--- config.mk ---
export PLATFORM = sky130hd
export DESIGN_NAME = cps_out
export DESIGN_NICKNAME = d
export VERILOG_FILES = /design/src/rtl/cps_pkg.sv /design/src/rtl/cps_out.sv
export SDC_FILE = /design/constraint.sdc
export NUM_CORES = 1
export LEC_CHECK = 0
export BUFFER_PORTS_ARGS = -buffer_cell sky130_fd_sc_hd__buf_2
export CELL_PAD_IN_SITES_DETAIL_PLACEMENT = 1
export CELL_PAD_IN_SITES_GLOBAL_PLACEMENT = 2
export CORE_UTILIZATION = 29
export DETAILED_ROUTE_END_ITERATION = 6
export PLACE_DENSITY = 0.95
export SYNTH_ARGS = -nofsm -noshare
export SYNTH_HDL_FRONTEND = slang
export SYNTH_SLANG_ARGS = --single-unit
--- constraint.sdc ---
create_clock -name aclk -period 8.25 [get_ports aclk]
set_clock_uncertainty 0.1 [all_clocks]
set_input_delay 0.825 -clock aclk [delete_from_list [all_inputs] [get_ports aclk]]
set_output_delay 0.825 -clock aclk [all_outputs]
set_load 0.05 [all_outputs]
--- src/rtl/cps_pkg.sv ---
// Shared widths, codes and word types for the closest-point-on-segment block.
// No dependencies; every other file in rtl/ imports this package.
package cps_pkg;

    // Coordinate width; every other width below follows from it.
    localparam int COORD_W = 16;
    // Difference of two coordinates.
    localparam int DIFF_W  = COORD_W + 1;
    // Signed product of two differences.
    localparam int PROD_W  = 2 * DIFF_W;
    // Signed dot product (sum of two products).
    localparam int NUM_W   = PROD_W + 1;
    // Squared length |B - A|^2, unsigned.
    localparam int DEN_W   = 2 * COORD_W + 1;
    // Divisor 2 * den and the partial remainder of the divider.
    localparam int DVS_W   = DEN_W + 1;
    // Quotient bits: the offset from A never exceeds |B - A| on its axis.
    localparam int QUO_W   = COORD_W;
    // num * |d| for an interior point.
    localparam int SCL_W   = DEN_W + COORD_W;
    // Dividend 2 * num * |d| + den.
    localparam int DVD_W   = SCL_W + 2;

    // Stream word widths.
    localparam int TDATA_W = ((2 * COORD_W + 7) / 8) * 8;
    localparam int TUSER_W = 2;

    // Configuration register indexes.
    localparam int CFG_ADDR_W = 2;
    localparam logic [CFG_ADDR_W-1:0] REG_START_X = 2'd0;
    localparam logic [CFG_ADDR_W-1:0] REG_START_Y = 2'd1;
    localparam logic [CFG_ADDR_W-1:0] REG_END_X   = 2'd2;
    localparam logic [CFG_ADDR_W-1:0] REG_END_Y   = 2'd3;

    // Region codes.
    localparam logic [1:0] REGION_INTERIOR = 2'd0;
    localparam logic [1:0] REGION_START    = 2'd1;
    localparam logic [1:0] REGION_END      = 2'd2;
    localparam logic [1:0] REGION_DEGEN    = 2'd3;

    typedef logic signed [COORD_W-1:0] coord_t;

    // Segment endpoints as held in the configuration registers.
    typedef struct packed {
        coord_t ax;
        coord_t ay;
        coord_t bx;
        coord_t by;
    } seg_t;

    // Word handed from cell to cell along the divider chain.
    typedef struct packed {
        logic               valid;
        logic [1:0]         region;
        coord_t             base_x;
        coord_t             base_y;
        logic               sub_x;
        logic               sub_y;
        logic [DVS_W-1:0]   dvs;
        logic [DVS_W-1:0]   rem_x;
        logic [DVS_W-1:0]   rem_y;
        logic [QUO_W-1:0]   low_x;
        logic [QUO_W-1:0]   low_y;
        logic [QUO_W-1:0]   quo_x;
        logic [QUO_W-1:0]   quo_y;
    } cell_word_t;

    // One finished result.
    typedef struct packed {
        coord_t     x;
        coord_t     y;
        logic [1:0] region;
    } result_t;

endpackage

--- src/rtl/cps_out.sv ---
// Final offset add, output register and skid register. The skid register
// decides when the whole pipeline moves. Depends on cps_pkg.
module cps_out (
    input  logic                aclk,
    input  logic                aresetn,
    input  cps_pkg::cell_word_t word_in,
    output logic                advance,
    output logic                out_valid,
    input  logic                out_ready,
    output cps_pkg::result_t    out_word
);
    import cps_pkg::*;

    result_t res_next, out_reg, skid_reg;
    logic    out_valid_reg, skid_valid_reg;
    logic    take;

    always_comb begin
        res_next.x      = word_in.sub_x ? (word_in.base_x - coord_t'(word_in.quo_x))
                                        : (word_in.base_x + coord_t'(word_in.quo_x));
        res_next.y      = word_in.sub_y ? (word_in.base_y - coord_t'(word_in.quo_y))
                                        : (word_in.base_y + coord_t'(word_in.quo_y));
        res_next.region = word_in.region;
        take            = advance && word_in.valid;
    end

    always_ff @(posedge aclk) begin
        if (!aresetn) begin
            out_valid_reg  <= 1'b0;
            skid_valid_reg <= 1'b0;
        end else if (!out_valid_reg || out_ready) begin
            if (skid_valid_reg) begin
                out_reg        <= skid_reg;
                out_valid_reg  <= 1'b1;
                skid_valid_reg <= 1'b0;
            end else begin
                out_reg        <= res_next;
                out_valid_reg  <= take;
            end
        end else if (take) begin
            skid_reg       <= res_next;
            skid_valid_reg <= 1'b1;
        end
    end

    assign advance   = !skid_valid_reg;
    assign out_valid = out_valid_reg;
    assign out_word  = out_reg;

endmodule

# Yosys cells after proc, flatten, opt, wreduce, memory -nomap -nowiden
# Index checks and enable logic that the tools add are counted.
# classes
add_sub_neg	4
bitwise	2
n_reduce_logical	7
muxes	4
# ops
op	n
2-to-1 mux 34 bit	1
adder 16 bit	2
2-to-1 mux 16 bit	2
subtractor 16 bit	2
AND reduction 3 bit	1
logical NOT 1 bit	2
inverter 1 bit	2
AND reduction 2 bit	1
OR reduction 2 bit	1
logical AND 1 bit	1
logical OR 1 bit	1
2-to-1 mux 1 bit	1
# totals
elab_cells	25
ff_bits	70
out_inout_bits	36

# Logic depth before layout (Yosys ltp)
# depth
depth_word	4
mapped_depth	16
depth_no_buf	15

# Worst setup path after synthesis
# No wires, ideal clock.
# synth_path
kind	input-to-reg
from	input port out_ready
to	register skid_reg[0] (netlist bit), enable pin
t_arrival_ns	3.408
stages	2
n_path_buf	0
path_slack_ns	4.274
path_cell_list	nand2b_1 -> nor3_1
# synth_between
elab_chain_cells	3
# synth_lines
item	line_no	rtl
from (decl)	cps_out.sv:9	input logic out_ready,
logical OR 1 bit	cps_out.sv:31	end else if (!out_valid_reg || out_ready) begin
inverter 1 bit (no line)	--	
AND reduction 3 bit (no line)	--	
to (signal assigned)	cps_out.sv:41	skid_reg <= res_next;
to (decl)	cps_out.sv:14	result_t res_next, out_reg, skid_reg;
# No other way between the ends.
# A chain may end at the register's enable or synchronous reset.

==> report_table.html <==
<table>
<tr><th>Metric</th><th>Value</th></tr>
<tr><th colspan="2">Floorplan</th></tr>
<tr><td>Die Y</td><td>between 100 and 150 um</td></tr>
<tr><td>Rows</td><td>between 40 and 50</td></tr>
<tr><td>Initial cell density of the core</td><td>0.296</td></tr>
<tr><td>Core footprint</td><td>15800 sq um</td></tr>
<tr><td>Num ports</td><td>~240</td></tr>
<tr><td>Die outline width</td><td>~130 um</td></tr>
<tr><td>Die area</td><td>16600 sq um</td></tr>
<tr><th colspan="2">Timing</th></tr>
<tr><td>Max-slew violation count</td><td>0</td></tr>
<tr><td>Final hold violations</td><td>0</td></tr>
<tr><td>Max-Slew Margin vs Limit</td><td>0.220</td></tr>
<tr><td>Total negative slack</td><td>0 ns</td></tr>
<tr><td>Final cycle utilization of the critical path</td><td>0.490</td></tr>
<tr><td>Setup repair after global routing missed its margin</td><td>false</td></tr>
<tr><td>Highest Clock Rate</td><td>248 MHz</td></tr>
<tr><td>Crit path time final</td><td>between 4 and 5 ns</td></tr>
<tr><td>Worst slew pin tran</td><td>between 1 and 1.5 ns</td></tr>
<tr><td>Endpoints failing setup</td><td>0</td></tr>
<tr><td>Fin Hold WS</td><td>slightly above 0.4 ns</td></tr>
<tr><th colspan="2">Logic synthesis</th></tr>
<tr><td>Total number of yosys warnings</td><td>0</td></tr>
<tr><td>Post-synth design cell area</td><td>around 4700 sq um</td></tr>
<tr><td>Register bit total from synthesis</td><td>70</td></tr>
<tr><td>Leading register cell type out of synthesis</td><td>sky130_fd_sc_hd__edfxtp_1</td></tr>
<tr><td>Number of unique standard cell types used by synthesis</td><td>54</td></tr>
<tr><td>Syn Inst Count</td><td>around 440</td></tr>
<tr><td>Post-Syn Nets</td><td>approximately 680</td></tr>
<tr><td>Number of enable flip-flop cells after synthesis</td><td>between 60 and 70</td></tr>
<tr><td>Avg Inst Size Synth</td><td>10.7 sq um</td></tr>
<tr><td>Fraction of the yosys area taken by sequential cells</td><td>0.446</td></tr>
<tr><td>Share of async-settable or async-resettable flops after synthesis</td><td>0</td></tr>
<tr><th colspan="2">Clock network</th></tr>
<tr><td>CTS max path bufs</td><td>2</td></tr>
<tr><td>Cts bufs inserted</td><td>9</td></tr>
<tr><td>Clock Latency Late Sink</td><td>approximately 0.32 ns</td></tr>
<tr><td>TritonCTS clock tree</td><td>yes</td></tr>
<tr><td>Post-CTS setup-driven buffer insertion count</td><td>0</td></tr>
<tr><td>Clock input transition at the sequential cells of the worst setup and hold paths</td><td>roughly 0.060 ns</td></tr>
<tr><td>Buffer type at the clock tree root</td><td>sky130_fd_sc_hd__clkbuf_16</td></tr>
<tr><td>Hold-fix buffer count after cts</td><td>0</td></tr>
<tr><td>Post-CTS Resized</td><td>0</td></tr>
<tr><td>Clock net sink count</td><td>70</td></tr>
<tr><td>Number of levels in the clock H-tree</td><td>3</td></tr>
<tr><th colspan="2">Placement</th></tr>
<tr><td>Weighted congestion at the end of routability-driven global placement</td><td>0.858</td></tr>
<tr><td>Placed wire-length estimate after detailed placement</td><td>roughly 9200 um</td></tr>
<tr><td>Quantity of I/O buffers inserted on ports</td><td>between 100 and 150</td></tr>
<tr><td>Post-DP Area</td><td>~5400 sq um</td></tr>
<tr><th colspan="2">Global route</th></tr>
<tr><td>Pin count of the biggest net entering global routing</td><td>35</td></tr>
<tr><td>Number of antenna violations at the first check in global routing</td><td>0</td></tr>
<tr><td>Number of global-route vias before repair</td><td>between 3000 and 4000</td></tr>
<tr><td>GRT Util Overall</td><td>0.147</td></tr>
<tr><td>First-pass GRT wire length</td><td>roughly 19000 um</td></tr>
<tr><td>Remaining global-route overflow</td><td>0</td></tr>
<tr><th colspan="2">Detailed routing</th></tr>
<tr><td>Drt total wl</td><td>around 12000 um</td></tr>
<tr><td>Vias per cell</td><td>between 4 and 5</td></tr>
<tr><td>DRT Pass-1 Iters</td><td>4</td></tr>
<tr><td>Drt wl/cell</td><td>roughly 15 um</td></tr>
<tr><td>Vias after detailed routing</td><td>3737</td></tr>
<tr><td>Post-route DRC</td><td>0</td></tr>
<tr><td>Iteration-0 DRC Markers</td><td>203</td></tr>
<tr><td>Remaining antenna violation count after routing</td><td>0</td></tr>
<tr><th colspan="2">Job</th></tr>
<tr><td>Count of maximum capacitance violations</td><td>0</td></tr>
<tr><th colspan="2">Setup path</th></tr>
<tr><td>Critical Path Sink Type</td><td>flip-flop</td></tr>
<tr><td>Max stage delay on crit path</td><td>around 0.47 ns</td></tr>
<tr><td>Setup Crit Path Kind</td><td>in -&gt; reg</td></tr>
<tr><td>Crit Path Max Fanout</td><td>5</td></tr>
<tr><td>Critical Path Start Type</td><td>primary input</td></tr>
<tr><td>Data arrival time of the worst path</td><td>~4.0 ns</td></tr>
<tr><td>Critical Path Slowest Stage Cell</td><td>sky130_fd_sc_hd__or4_1</td></tr>
<tr><td>Crit path required time</td><td>between 8 and 9 ns</td></tr>
<tr><td>CP cell instances</td><td>buf_2 &gt; inv_1 &gt; ha_1 &gt; nor2b_1 &gt; nand3_1 &gt; or4_1 &gt; nor2b_1 &gt; xnor2_1 &gt; ha_1 &gt; a21oi_1 &gt; o211ai_1 &gt; a41oi_1 &gt; o21ai_0 &gt; xor2_1 &gt; mux2_2</td></tr>
<tr><th colspan="2">Power</th></tr>
<tr><td>Combinational share of power</td><td>0.346</td></tr>
<tr><td>Switching Share</td><td>0.335</td></tr>
<tr><td>Net Switching</td><td>approximately 440 uW</td></tr>
<tr><td>Highest ir drop seen on vdd</td><td>0.108 mV</td></tr>
<tr><td>Proportion of power drawn by flip-flops and latches</td><td>0.352</td></tr>
<tr><td>Pwr Density</td><td>231 nW/um^2</td></tr>
<tr><td>Clock group share of total power</td><td>0.302</td></tr>
<tr><td>Cell-internal power</td><td>roughly 880 uW</td></tr>
<tr><td>Leakage Power</td><td>2.32 nW</td></tr>
<tr><th colspan="2">Layout</th></tr>
<tr><td>P&amp;R area growth vs syn</td><td>23.3%</td></tr>
<tr><td>Net count of the finished layout</td><td>a little under 800</td></tr>
<tr><td>Area of all placed cells without fillers</td><td>~5800 sq um</td></tr>
<tr><td>Proportion of layout cells with a drive suffix above 1</td><td>0.285</td></tr>
<tr><td>Fin util</td><td>0.365</td></tr>
<tr><td># diodes</td><td>0</td></tr>
<tr><th colspan="2">Run status</th></tr>
<tr><td>Result of the run</td><td>finished, final reports clean</td></tr>
<tr><th colspan="2">Min path</th></tr>
<tr><td>Class of the most critical hold timing path</td><td>reg -&gt; reg</td></tr>
</table>
power groups by stage:
stage	logic (mW)	registers [mW]	clock network [mW]
floorplan	0.243	0.572	0
global placement	0.447	0.474	0
detailed placement	0.460	0.474	0
CTS	0.464	0.467	0.410
global route	0.502	0.470	0.424
finish	0.460	0.466	0.401
logic make-up after synthesis:
kind of cell,after synthesis,synth area share
xor gates and xnor gates,55,0.103
adders and majority gates,34,0.0944
muxes,27,0.0670
AOI/OAI and AO/OA,97,0.140
buffers and inverters,32,0.0276
DFF,70,0.446
and+or+nand+nor,121,0.122
cells in the final DEF, fill, tap and decap left out, drive strengths merged, types with 3 or more instances in the layout:
cell type,netlist,final
inv,22,22
nor3,10,10
buf,3,108
o21ai,15,15
nand2,43,43
nand3,13,13
and3,3,3
a41oi,3,3
mux2,25,25
a31oi,9,9
a21oi,37,37
clkinv,0,3
nor2b,7,7
clkbuf,7,10
o31ai,3,3
o21a,4,4
a21o,6,6
xnor2,47,47
edfxtp,68,68
ha,32,32
nor2,30,30
xor2,8,8
final cells by class:
| cell class | count | area [sq um] |
|---|---|---|
| clock buffers | 10 | 229 |
| clock inverters | 6 | 86.3 |
| fillers | 1861 | 10000 |
| inverters | 22 | 82.6 |
| multi-input cells | 334 | 2460 |
| flip-flops and latches | 70 | 2080 |
| well taps | 216 | 270 |
| repair buffers | 108 | 543 |
cells in the mapped netlist, types with 2 or more instances:
cell type	instances	area, sq um
sky130_fd_sc_hd__nand3_2	2	20.0
sky130_fd_sc_hd__and3_1	3	18.8
sky130_fd_sc_hd__dfxtp_1	2	40.0
sky130_fd_sc_hd__o21ai_0	15	75.1
sky130_fd_sc_hd__nor4_1	2	12.5
sky130_fd_sc_hd__a21oi_1	37	185
sky130_fd_sc_hd__nand4_1	2	12.5
sky130_fd_sc_hd__or3_1	2	12.5
sky130_fd_sc_hd__ha_1	32	400
sky130_fd_sc_hd__nor3_1	10	50.1
sky130_fd_sc_hd__clkbuf_1	7	26.3
sky130_fd_sc_hd__edfxtp_1	68	2040
sky130_fd_sc_hd__a41oi_1	3	26.3
sky130_fd_sc_hd__o21a_1	4	30.0
sky130_fd_sc_hd__inv_1	22	82.6
sky130_fd_sc_hd__o31ai_1	3	22.5
sky130_fd_sc_hd__nand3b_1	2	15.0
sky130_fd_sc_hd__nor2b_1	7	43.8
sky130_fd_sc_hd__mux2i_1	2	20.0
sky130_fd_sc_hd__o211ai_1	2	15.0
sky130_fd_sc_hd__o2111ai_1	2	17.5
sky130_fd_sc_hd__a31oi_1	9	56.3
sky130_fd_sc_hd__nand2b_1	2	12.5
sky130_fd_sc_hd__a221oi_2	2	30.0
sky130_fd_sc_hd__nand2_1	43	161
sky130_fd_sc_hd__a22o_1	2	17.5
sky130_fd_sc_hd__nor2_1	30	113
sky130_fd_sc_hd__xor2_1	8	70.1
sky130_fd_sc_hd__xnor2_1	47	412
sky130_fd_sc_hd__fa_1	2	40.0
sky130_fd_sc_hd__mux2_4	3	45.0
sky130_fd_sc_hd__mux2_2	22	248
sky130_fd_sc_hd__a21o_1	6	45.0
sky130_fd_sc_hd__nand3_1	11	55.1
through the flow:
stage,power [mW],setup WS (ns),instances
2_1_floorplan,0.815,4.27,436
3_3_place_gp,0.921,3.95,750
3_5_place_dp,0.934,3.90,750
4_1_cts,1.34,4.20,766
5_1_grt,1.40,3.91,766
6_report,1.33,4.21,766
per-layer routing:
metal / share of wire / vias to the layer above / track usage
met5: 0 / - / 0
met1: 0.46 / 1823 / 0.188
li1: - / 1834 / -
met3: 0.047 / 16 / 0.0391
met4: 0.011 / 0 / 0.0304
met2: 0.49 / 64 / 0.250
worst max-delay path: cells and delay by family:
kind / cells / cell delay (ns)
fa+ha+maj: 2 / 0.51
xor+xnor: 2 / 0.32
buf+inv: 2 / 0.17
mux: 1 / 0.28
compound gates: 4 / 0.89
simple gates: 4 / 1.02
worst paths after layout:
path	start	slack, ns	cells after the start	endpoint
setup / recovery	word_in[16]	4.21	15	out_word[31]
hold / removal	skid_reg[22]	0.41	2	out_word[22]
setup reg to reg	skid_valid_reg	5.90	2	out_word[16]
hold reg to reg	skid_reg[22]	0.41	2	out_word[22]
Note: power is estimated with default switching activity, not from simulation.
