$ cat src/rtl/cps_pkg.sv
// Shared widths, codes and word types for the closest-point-on-segment block.
// No dependencies; every other file in rtl/ imports this package.
package cps_pkg;

    // Coordinate width; every other width below follows from it.
    localparam int COORD_W = 16;
    // Difference of two coordinates.
    localparam int DIFF_W  = COORD_W + 1;
    // Signed product of two differences.
    localparam int PROD_W  = 2 * DIFF_W;
    // Signed dot product (sum of two products).
    localparam int NUM_W   = PROD_W + 1;
    // Squared length |B - A|^2, unsigned.
    localparam int DEN_W   = 2 * COORD_W + 1;
    // Divisor 2 * den and the partial remainder of the divider.
    localparam int DVS_W   = DEN_W + 1;
    // Quotient bits: the offset from A never exceeds |B - A| on its axis.
    localparam int QUO_W   = COORD_W;
    // num * |d| for an interior point.
    localparam int SCL_W   = DEN_W + COORD_W;
    // Dividend 2 * num * |d| + den.
    localparam int DVD_W   = SCL_W + 2;

    // Stream word widths.
    localparam int TDATA_W = ((2 * COORD_W + 7) / 8) * 8;
    localparam int TUSER_W = 2;

    // Configuration register indexes.
    localparam int CFG_ADDR_W = 2;
    localparam logic [CFG_ADDR_W-1:0] REG_START_X = 2'd0;
    localparam logic [CFG_ADDR_W-1:0] REG_START_Y = 2'd1;
    localparam logic [CFG_ADDR_W-1:0] REG_END_X   = 2'd2;
    localparam logic [CFG_ADDR_W-1:0] REG_END_Y   = 2'd3;

    // Region codes.
    localparam logic [1:0] REGION_INTERIOR = 2'd0;
    localparam logic [1:0] REGION_START    = 2'd1;
    localparam logic [1:0] REGION_END      = 2'd2;
    localparam logic [1:0] REGION_DEGEN    = 2'd3;

    typedef logic signed [COORD_W-1:0] coord_t;

    // Segment endpoints as held in the configuration registers.
    typedef struct packed {
        coord_t ax;
        coord_t ay;
        coord_t bx;
        coord_t by;
    } seg_t;

    // Word handed from cell to cell along the divider chain.
    typedef struct packed {
        logic               valid;
        logic [1:0]         region;
        coord_t             base_x;
        coord_t             base_y;
        logic               sub_x;
        logic               sub_y;
        logic [DVS_W-1:0]   dvs;
        logic [DVS_W-1:0]   rem_x;
        logic [DVS_W-1:0]   rem_y;
        logic [QUO_W-1:0]   low_x;
        logic [QUO_W-1:0]   low_y;
        logic [QUO_W-1:0]   quo_x;
        logic [QUO_W-1:0]   quo_y;
    } cell_word_t;

    // One finished result.
    typedef struct packed {
        coord_t     x;
        coord_t     y;
        logic [1:0] region;
    } result_t;

endpackage

$ cat src/rtl/cps_div_cell.sv
// One cell of the divider chain: a restoring step on both axes, one
// quotient bit each. Depends on cps_pkg.
module cps_div_cell (
    input  logic                aclk,
    input  logic                aresetn,
    input  logic                advance,
    input  cps_pkg::cell_word_t word_in,
    output cps_pkg::cell_word_t word_out
);
    import cps_pkg::*;

    logic [DVS_W:0]   ext_x, ext_y;
    logic [DVS_W+1:0] dif_x, dif_y;
    logic             fit_x, fit_y;
    cell_word_t       word_next, word_reg;

    always_comb begin
        ext_x = {word_in.rem_x, word_in.low_x[QUO_W-1]};
        ext_y = {word_in.rem_y, word_in.low_y[QUO_W-1]};
        dif_x = {1'b0, ext_x} - {2'b00, word_in.dvs};
        dif_y = {1'b0, ext_y} - {2'b00, word_in.dvs};
        fit_x = !dif_x[DVS_W+1];
        fit_y = !dif_y[DVS_W+1];

        word_next       = word_in;
        word_next.rem_x = fit_x ? dif_x[DVS_W-1:0] : ext_x[DVS_W-1:0];
        word_next.rem_y = fit_y ? dif_y[DVS_W-1:0] : ext_y[DVS_W-1:0];
        word_next.low_x = {word_in.low_x[QUO_W-2:0], 1'b0};
        word_next.low_y = {word_in.low_y[QUO_W-2:0], 1'b0};
        word_next.quo_x = {word_in.quo_x[QUO_W-2:0], fit_x};
        word_next.quo_y = {word_in.quo_y[QUO_W-2:0], fit_y};
    end

    always_ff @(posedge aclk) begin
        if (!aresetn) begin
            word_reg <= '0;
        end else if (advance) begin
            word_reg <= word_next;
        end
    end

    assign word_out = word_reg;

endmodule

$ cat config.mk
export PLATFORM = sky130hd
export DESIGN_NAME = cps_div_cell
export DESIGN_NICKNAME = d
export VERILOG_FILES = /design/src/rtl/cps_pkg.sv /design/src/rtl/cps_div_cell.sv
export SDC_FILE = /design/constraint.sdc
export NUM_CORES = 1
export LEC_CHECK = 0
export BUFFER_PORTS_ARGS = -buffer_cell sky130_fd_sc_hd__clkbuf_2
export CORE_ASPECT_RATIO = 0.5
export CORE_MARGIN = 5
export CORE_UTILIZATION = 50
export DETAILED_ROUTE_END_ITERATION = 8
export PLACE_DENSITY = 0.87
export SYNTH_ARGS = -nofsm -noshare
export SYNTH_HDL_FRONTEND = slang
export SYNTH_SLANG_ARGS = --single-unit
$ cat constraint.sdc
create_clock -name aclk -period 6.5 [get_ports aclk]
set_input_delay 0.65 -clock aclk [delete_from_list [all_inputs] [get_ports aclk]]
set_output_delay 0.65 -clock aclk [all_outputs]
set_load 0.005 [all_outputs]
# After elaboration in Yosys (flattened, before gate mapping)

Cells that the tools add are included.

Register bits after elaboration: 201
Bits of input ports: 206
Output and inout bits: 203
Logic and storage cells: 19

Add/subtract/negate cells: 2
Muxes and demuxes: 2
Reduce and logical (&&, ||, !) cells: 2

Operator list:

| cell                                           | number |
|---|---|
| 35-bit by 34-bit subtractor with 36-bit output | 2 |
| 34-bit 2-to-1 mux                              | 2 |
| 1-bit logical NOT                              | 2 |

# Logic depth before layout (Yosys ltp)

Gate-level depths: netlist of run 1.

Depth in word-level cells: 2
Depth in mapped cells: 15
Gate-level depth less buffers: 14

# Least setup slack after synthesis of run 1

OpenSTA, ideal clock, no wires.

Path kind: input -> register
Start point: in word_in[47] (netlist name)
End point: reg word_reg (netlist bit word_out[82])
Arrival time: 3.328 ns
Required time: 6.426 ns
Slack: 3.097 ns
Stages on the path: 14
Buffers on the path: 0
Cells stage by stage: inv_1 -> ha_1 -> inv_1 -> fa_1 -> a211oi_1 -> nor2_1 -> o311a_1 -> o41a_1 -> a21o_1 -> and3_1 -> a311o_1 -> xor2_1 -> nand2_1 -> a31oi_1

Word-level cells in the longest chain between the ends: 2

Ends and longest elaborated chain:

| item                                           | RTL line           | source |
|---|---|---|
| from (decl)                                    | cps_div_cell.sv:7  | `input cps_pkg::cell_word_t word_in,` |
| 35-bit by 34-bit subtractor with 36-bit output | cps_div_cell.sv:21 | `dif_y = {1'b0, ext_y} - {2'b00, word_in.dvs};` |
| 34-bit 2-to-1 mux                              | cps_div_cell.sv:27 | `word_next.rem_y = fit_y ? dif_y[DVS_W-1:0] : ext_y[DVS_W-1:0];` |
| to (signal assigned)                           | cps_div_cell.sv:38 | `word_reg <= word_next;` |
| to (decl)                                      | cps_div_cell.sv:15 | `cell_word_t word_next, word_reg;` |

No other way between the ends.
A chain may end at the register's enable or synchronous reset.

# Worst setup path in the final report of run 1

Start point: in word_in[150] (netlist name)
End point: reg word_reg (netlist bit word_out[100])

Word-level cells in the longest chain between the ends: 2

Ends and longest elaborated chain:

| item                                           | RTL line           | source |
|---|---|---|
| 35-bit by 34-bit subtractor with 36-bit output | cps_div_cell.sv:20 | `dif_x = {1'b0, ext_x} - {2'b00, word_in.dvs};` |
| 34-bit 2-to-1 mux                              | cps_div_cell.sv:26 | `word_next.rem_x = fit_x ? dif_x[DVS_W-1:0] : ext_x[DVS_W-1:0];` |

No other way between the ends.

==> results.py, run 1 <==
metrics = {
    "finish": {
        "nets": 1947,
        "stdcell_area_um2": 14000,
        "syn2layout_area_growth_pct": 25.6,
        "drive_gt1_share_pct": 27.2,
        "post-route-util_pct": 64.2,
        "largest_register_ffs": 201,
    },
    "drt": {
        "wirelength_um": 34900,
        "viasPerCell": 5.46,
        "vias": 10800,
        "wl_per_cell_um": 17.6,
        "drtPass1Iterations": 5,
        "drt_iter0_drc": 794,
        "final_antenna_net_count": 0,
        "route.detailed.drc": 0,
    },
    "logic_synthesis": {
        "netlist_area_um2": 11100,
        "synth_cell_types": 67,
        "yosysMostFrequentCell": "nor2_1",
        "syn_inst": 1311,
        "synth_ff_type": "dfxtp_1",
        "ys_seq_area_share_pct": 36.1,
        "synth_commonest_cells": "nor2_1, dfxtp_1, mux2i_1",
        "async_flop_share_pct": 0,
        "ys_warn_count": 0,
        "yosysTopAreaCell": "dfxtp_1",
        "synth-seq-cells": 201,
        "synthTopCellsByArea": "dfxtp_1, mux2i_1, ha_1",
        "synth_top_area_share_pct": 36.1,
        "synth_edf_count": 0,
        "synth_area_per_cell_um2": 8.49,
    },
    "clock_tree": {
        "cts.sinks": 201,
        "cts_setup_buffers": 0,
        "cts_made_buffers": 20,
        "cts_hold_buf": 0,
        "htreeDepth": 1,
        "clock_latency_ns": 0.51,
        "post_cts_resized": 0,
        "cts_tree": "done",
        "clk_pin_slew_ns": 0.06,
        "cts_root_buf": "clkbuf_16",
        "cts_buffer_depth": 3,
    },
    "global_routing": {
        "grt_start_max_net_pins": 116,
        "antenna_found_initial": 2,
        "first_global_vias": 10300,
        "overflow": 0,
        "track_usage_pct": 25.5,
        "grt_pass1_wl_um": 53600,
    },
    "setup_path": {
        "cp-end-kind": "register",
        "start_kind": "primary input",
        "crit_family": "compound AO/OA/AOI/OAI gates",
        "cp_slowest_cell": "a2111oi_1",
        "r2r.worst_path.cells": 2,
        "worstPathRequired_ns": 6.87,
        "r2r_setup_slack_ns": 5.75,
        "worstSetupPathType": "primary input to register",
        "max_stage_delay_ns": 0.80,
        "crit_buf_inv": 3,
        "rr_endpoint": "word_out[125]",
        "crit_arrival_ns": 4.40,
        "crit_chain": "clkbuf_2 > inv_1 > ha_1 > a21oi_1 > o21ai_1 > a2111oi_1 > nor3b_1 > o21a_1 > nor3_2 > buf_12 > mux2_2 > mux2i_1 > nor2_1",
        "cp_max_fo": 30,
        "timing.rr.start": "word_out[125]",
    },
    "sta": {
        "max_freq_ghz": 0.248,
        "period_share_pct": 62.0,
        "finalSetupTns_ns": 0,
        "hold_violations": 0,
        "setup_violations": 0,
        "finalClockSkew_ns": 0,
        "drv_slew": 0,
        "tightest_slew_ns": 1.05,
        "rsz0062_at_grt": "no",
        "relSlewSlack_pct": 29.9,
        "fin_crit_ns": 4.03,
    },
    "power": {
        "worst_ir_drop_vdd_v": 0.000217,
        "p_per_area_nw_per_um2": 244,
        "leakage_nw": 7.12,
    },
    "die": {
        "start_util_pct": 51.1,
        "io-pin-count": 409,
        "core_area_um2": 21800,
        "dieArea_um2": 25500,
        "rows": 38,
        "die_y_um": 116,
        "die_x_um": 221,
    },
    "worst_hold_path": {
        "hold_end": "word_out[174]",
        "hp-class": "primary input to register",
        "min_from": "word_in[174]",
        "hold_depth": 3,
    },
    "place": {
        "placed_cell_area_um2": 13300,
        "globalplace.congestion": 0.919,
        "place_hpwl_um": 26900,
        "port-buffer-count": 404,
    },
    "flow_run": {
        "maxCapViolations": 0,
    },
    "run_status": {
        "status": "complete, no violations",
    },
}
==> tightest hold or removal path, cell delays in order <==
cell and delay (ns):
clkbuf_2 0.07, mux2i_1 0.05, nor2_1 0.07
==> routing by layer <==
| metal | vias up | track usage [%] | part of all wire, % |
|---|---|---|---|
| met5 | - | 0 | 0.074 |
| met4 | 4 | 10.9 | 4.9 |
| met3 | 111 | 6.53 | 6.9 |
| met2 | 376 | 42.8 | 47 |
| met1 | 4964 | 31.7 | 41 |
| li1 | 5388 | - | - |
==> area by class of cell <==
cell class | instances | area, um2
Fill cell | 1907 | 7790
Multi-Input combinational cell | 982 | 6600
Sequential cell | 201 | 4020
Timing Repair Buffer | 411 | 2100
Clock buffer | 26 | 553
Tap cell | 300 | 375
Inverter | 55 | 209
Clock inverter | 10 | 128
Antenna cell | 1 | 2.50
==> where the power goes <==
| group | switching (mW) | internal [mW] |
|---|---|---|
| logic | 0.471 | 0.370 |
| registers | 0.0469 | 1.32 |
| clock network | 0.516 | 0.691 |
==> cell usage in the layout, fill, tap and decap left out, types with 3 or more instances in the layout <==
cell type and n:
clkbuf_2 403, a41oi_1 3, nand2_1 66, a21o_1 32, nand2b_1 9, buf_4 6
nor2_1 213, a21oi_1 106, o21bai_1 5, o211a_1 4, xnor2_1 26, a31oi_1 22
xor2_1 26, mux2i_1 142, and2_1 11, clkinv_2 3, nor4_1 4, dfxtp_1 201
or3_1 3, o21ai_0 76, o21a_1 7, nand3_1 15, o211ai_1 9, and3_1 11
nor3_1 10, clkbuf_1 3, o31ai_1 7, inv_1 54, a211oi_1 33, o31a_1 3
o311ai_1 3, ha_1 68, nor2b_1 9, clkbuf_8 3, clkbuf_16 20, mux2_2 3
a21bo_2 3, nand4_1 12
==> worst max-delay path by stage <==
stage | start | end | slack, ns | cells past startpoint
final | word_in[150] | word_out[100] | 2.47 | 13
after global routing | word_in[150] | word_out[100] | 2.23 | 13
after CTS | word_in[150] | word_out[100] | 2.50 | 13
after detailed placement | word_in[150] | word_out[100] | 1.95 | 13
after global placement | word_in[150] | word_out[105] | 2.03 | 13
after floorplan | word_in[47] | word_out[82] | 3.10 | 14
==> per-stage QoR <==
step | std cells | power (mW) | hold WS (ns) | setup WS [ns]
2_1_floorplan | 1312 | 1.93 | 0.458 | 3.10
3_3_place_gp | 1949 | 2.21 | 0.454 | 2.03
3_5_place_dp | 1949 | 2.23 | 0.461 | 1.95
4_1_cts | 1985 | 3.44 | 0.346 | 2.50
5_1_grt | 1985 | 3.60 | 0.364 | 2.23
6_report | 1986 | 3.42 | 0.365 | 2.47
==> cell families after synthesis <==
logic type      after synthesis  share of synthesized area [%]
compound gates              341                           19.6
mux                         145                           13.1
flops                       201                           36.1
other cells                   1                         0.0337
buf+inv                     129                           4.66
simple gates                372                           14.4
fa+ha+maj                    70                           8.00
xor+xnor                     52                           4.09
(Power assumes the default switching activity.)
==> run 2, diff against run 1 <==
- CORE_UTILIZATION: 50 -> 46
- PLACE_DENSITY: 0.87 -> 0.84
- clock period: 6.5 -> 3.7 ns (I/O delays scaled with it)
==> run 2 against run 1 <==
Compared with the run above:
- non-clock buffer count rose by 14
- combinational power grew 80%
- count of clock-buffer cells in the layout shrank 2
- global-route usage shrank 1.0 points
- clock power rose by 55%
- final cell count up 1.3%
- core utilization down 5.5 points
- critical path type unchanged
- critical endpoint is now word_out[77]
==> results.py, run 2 (synthesis gave the netlist of run 1 again) <==
metrics = {
    "clock_tree": {
        "cts_buffer_depth": 3,
        "cts_root_buf": "clkbuf_16",
        "cts.sinks": 201,
        "clk_pin_slew_ns": 0.07,
        "cts_setup_buffers": 0,
        "clock_latency_ns": 0.50,
        "cts_tree": "done",
        "cts_made_buffers": 19,
        "post_cts_resized": 0,
        "cts_hold_buf": 0,
        "htreeDepth": 1,
    },
    "drt": {
        "wirelength_um": 36200,
        "vias": 11000,
        "drtPass1Iterations": 5,
        "final_antenna_net_count": 0,
        "wl_per_cell_um": 18.0,
        "drt_iter0_drc": 587,
        "route.detailed.drc": 0,
        "viasPerCell": 5.49,
    },
    "finish": {
        "post-route-util_pct": 58.7,
        "regArea_um2": 4020,
        "multi_input_area_um2": 6600,
        "drive_gt1_share_pct": 27.7,
        "final_cell_mix": "clkbuf_2, nor2_1, dfxtp_1",
        "largest_register_ffs": 201,
        "final_common_cell": "clkbuf_2",
        "fin_cells": 2012,
        "nets": 1960,
        "syn2layout_area_growth_pct": 26.1,
        "fill_cells": 2116,
    },
    "place": {
        "globalplace.congestion": 0.923,
        "dp.cells": 1978,
        "port-buffer-count": 404,
        "place_hpwl_um": 28300,
    },
    "sta": {
        "max_freq_ghz": 0.318,
        "relSlewSlack_pct": 41.5,
        "finalSetupTns_ns": 0,
        "setup_violations": 0,
        "tightest_slew_ns": 0.878,
        "finalClockSkew_ns": 0,
        "rsz0062_at_grt": "no",
        "fin_crit_ns": 3.14,
        "hold_violations": 0,
        "period_share_pct": 85.0,
        "drv_slew": 0,
    },
    "setup_path": {
        "crit_family": "compound AO/OA/AOI/OAI gates",
        "worstSetupPathType": "primary input to register",
        "crit_arrival_ns": 3.54,
        "cp_max_fo": 43,
        "cp_slowest_cell": "a41oi_2",
        "crit_buf_inv": 3,
        "start_kind": "primary input",
        "cp-end-kind": "register",
        "crit_chain": "clkbuf_2 > inv_1 > ha_1 > nor2b_1 > o31a_1 > o311ai_2 > a31oi_1 > a41oi_2 > o2bb2ai_2 > a2111oi_4 > buf_12 > nor3_1 > a211oi_1 > nor2_1",
        "worstPathRequired_ns": 4.09,
        "max_stage_delay_ns": 0.42,
    },
    "global_routing": {
        "grt_pass1_wl_um": 55300,
        "grt_start_max_net_pins": 145,
        "first_global_vias": 10400,
        "overflow": 0,
        "antenna_found_initial": 5,
        "track_usage_pct": 24.4,
    },
    "power": {
        "p_total_mw": 5.80,
        "power_frac_seq_pct": 41.5,
        "p_clk_share_pct": 32.5,
        "internal_power_mw": 4.02,
        "combPwrFrac_pct": 26.0,
        "leakage_nw": 7.15,
        "power.net_switching_mw": 1.78,
        "p_per_area_nw_per_um2": 413,
        "switching_share_pct": 30.7,
        "worst_ir_drop_vdd_v": 0.000348,
    },
    "die": {
        "io-pin-count": 409,
        "die_x_um": 230,
        "die_y_um": 120,
        "rows": 40,
        "dieArea_um2": 27600,
        "core_area_um2": 23900,
        "start_util_pct": 46.5,
    },
    "flow_run": {
        "maxCapViolations": 0,
    },
    "run_status": {
        "status": "complete, no violations",
    },
    "worst_hold_path": {
        "hp-class": "primary input to register",
    },
}
==> run 2: changes by cell type in the layout (fill, tap and decap cells not counted), sizes merged <==
| cell | previous run | this run |
|---|---|---|
| buf | 8 | 22 |
| bufinv | 2 | 0 |
| clkbuf | 429 | 427 |
| clkinvlp | 1 | 3 |
| diode | 1 | 3 |
| inv | 57 | 55 |
| clkinv | 5 | 4 |
==> run 2: area by class of cell <==
type / instances / area share [%]
tap: 315 / 2.81
inverter: 55 / 1.49
clock buffer: 24 / 3.80
sequential: 201 / 28.7
multi-input combinational: 982 / 47.0
timing repair buffer: 425 / 15.9
clock inverter: 7 / 0.330
antenna: 3 / 0.0535
==> run 2: final timing paths <==
kind	start	slack, ns	depth (start not counted)	endpoint
worst min-delay path	word_in[179]	0.10	3	word_out[179]
worst min register to register	word_out[98]	0.47	2	word_out[98]
worst max register to register	word_out[34]	2.95	2	word_out[34]
worst max-delay path	word_in[133]	0.56	14	word_out[77]
==> run 2: stage by stage <==
stage | hold slack [ns] | worst slack, ns | cell area, um2
floorplan | 0.458 | 0.577 | 11100
global route | 0.0961 | 0.373 | 14000
finish | 0.103 | 0.556 | 14000
global placement | 0.452 | 0.139 | 13500
detailed placement | 0.456 | 0.117 | 13500
CTS | 0.0865 | 0.612 | 14000
==> run 2: power groups by stage <==
stage | Sequential [mW] | Clock, mW | Combinational, mW
6_report | 2.41 | 1.88 | 1.51
5_1_grt | 2.43 | 2.02 | 1.67
2_1_floorplan | 2.46 | 0 | 0.929
3_3_place_gp | 2.45 | 0 | 1.47
4_1_cts | 2.41 | 1.93 | 1.50
3_5_place_dp | 2.46 | 0 | 1.49
==> run 2: layer usage <==
metal	up-vias	part of all wire [%]	global-route usage [%]
met1	5161	41	30.1
li1	5406	-	-
met2	381	48	42.3
met3	94	6.3	4.96
met5	-	0.072	0
met4	4	4.3	9.66
==> run 2: worst reg2reg max path, stage by stage, from the launching register on <==
cell and delay (ns):
dfxtp_1 0.35, mux2i_1 0.18, nor2_1 0.07
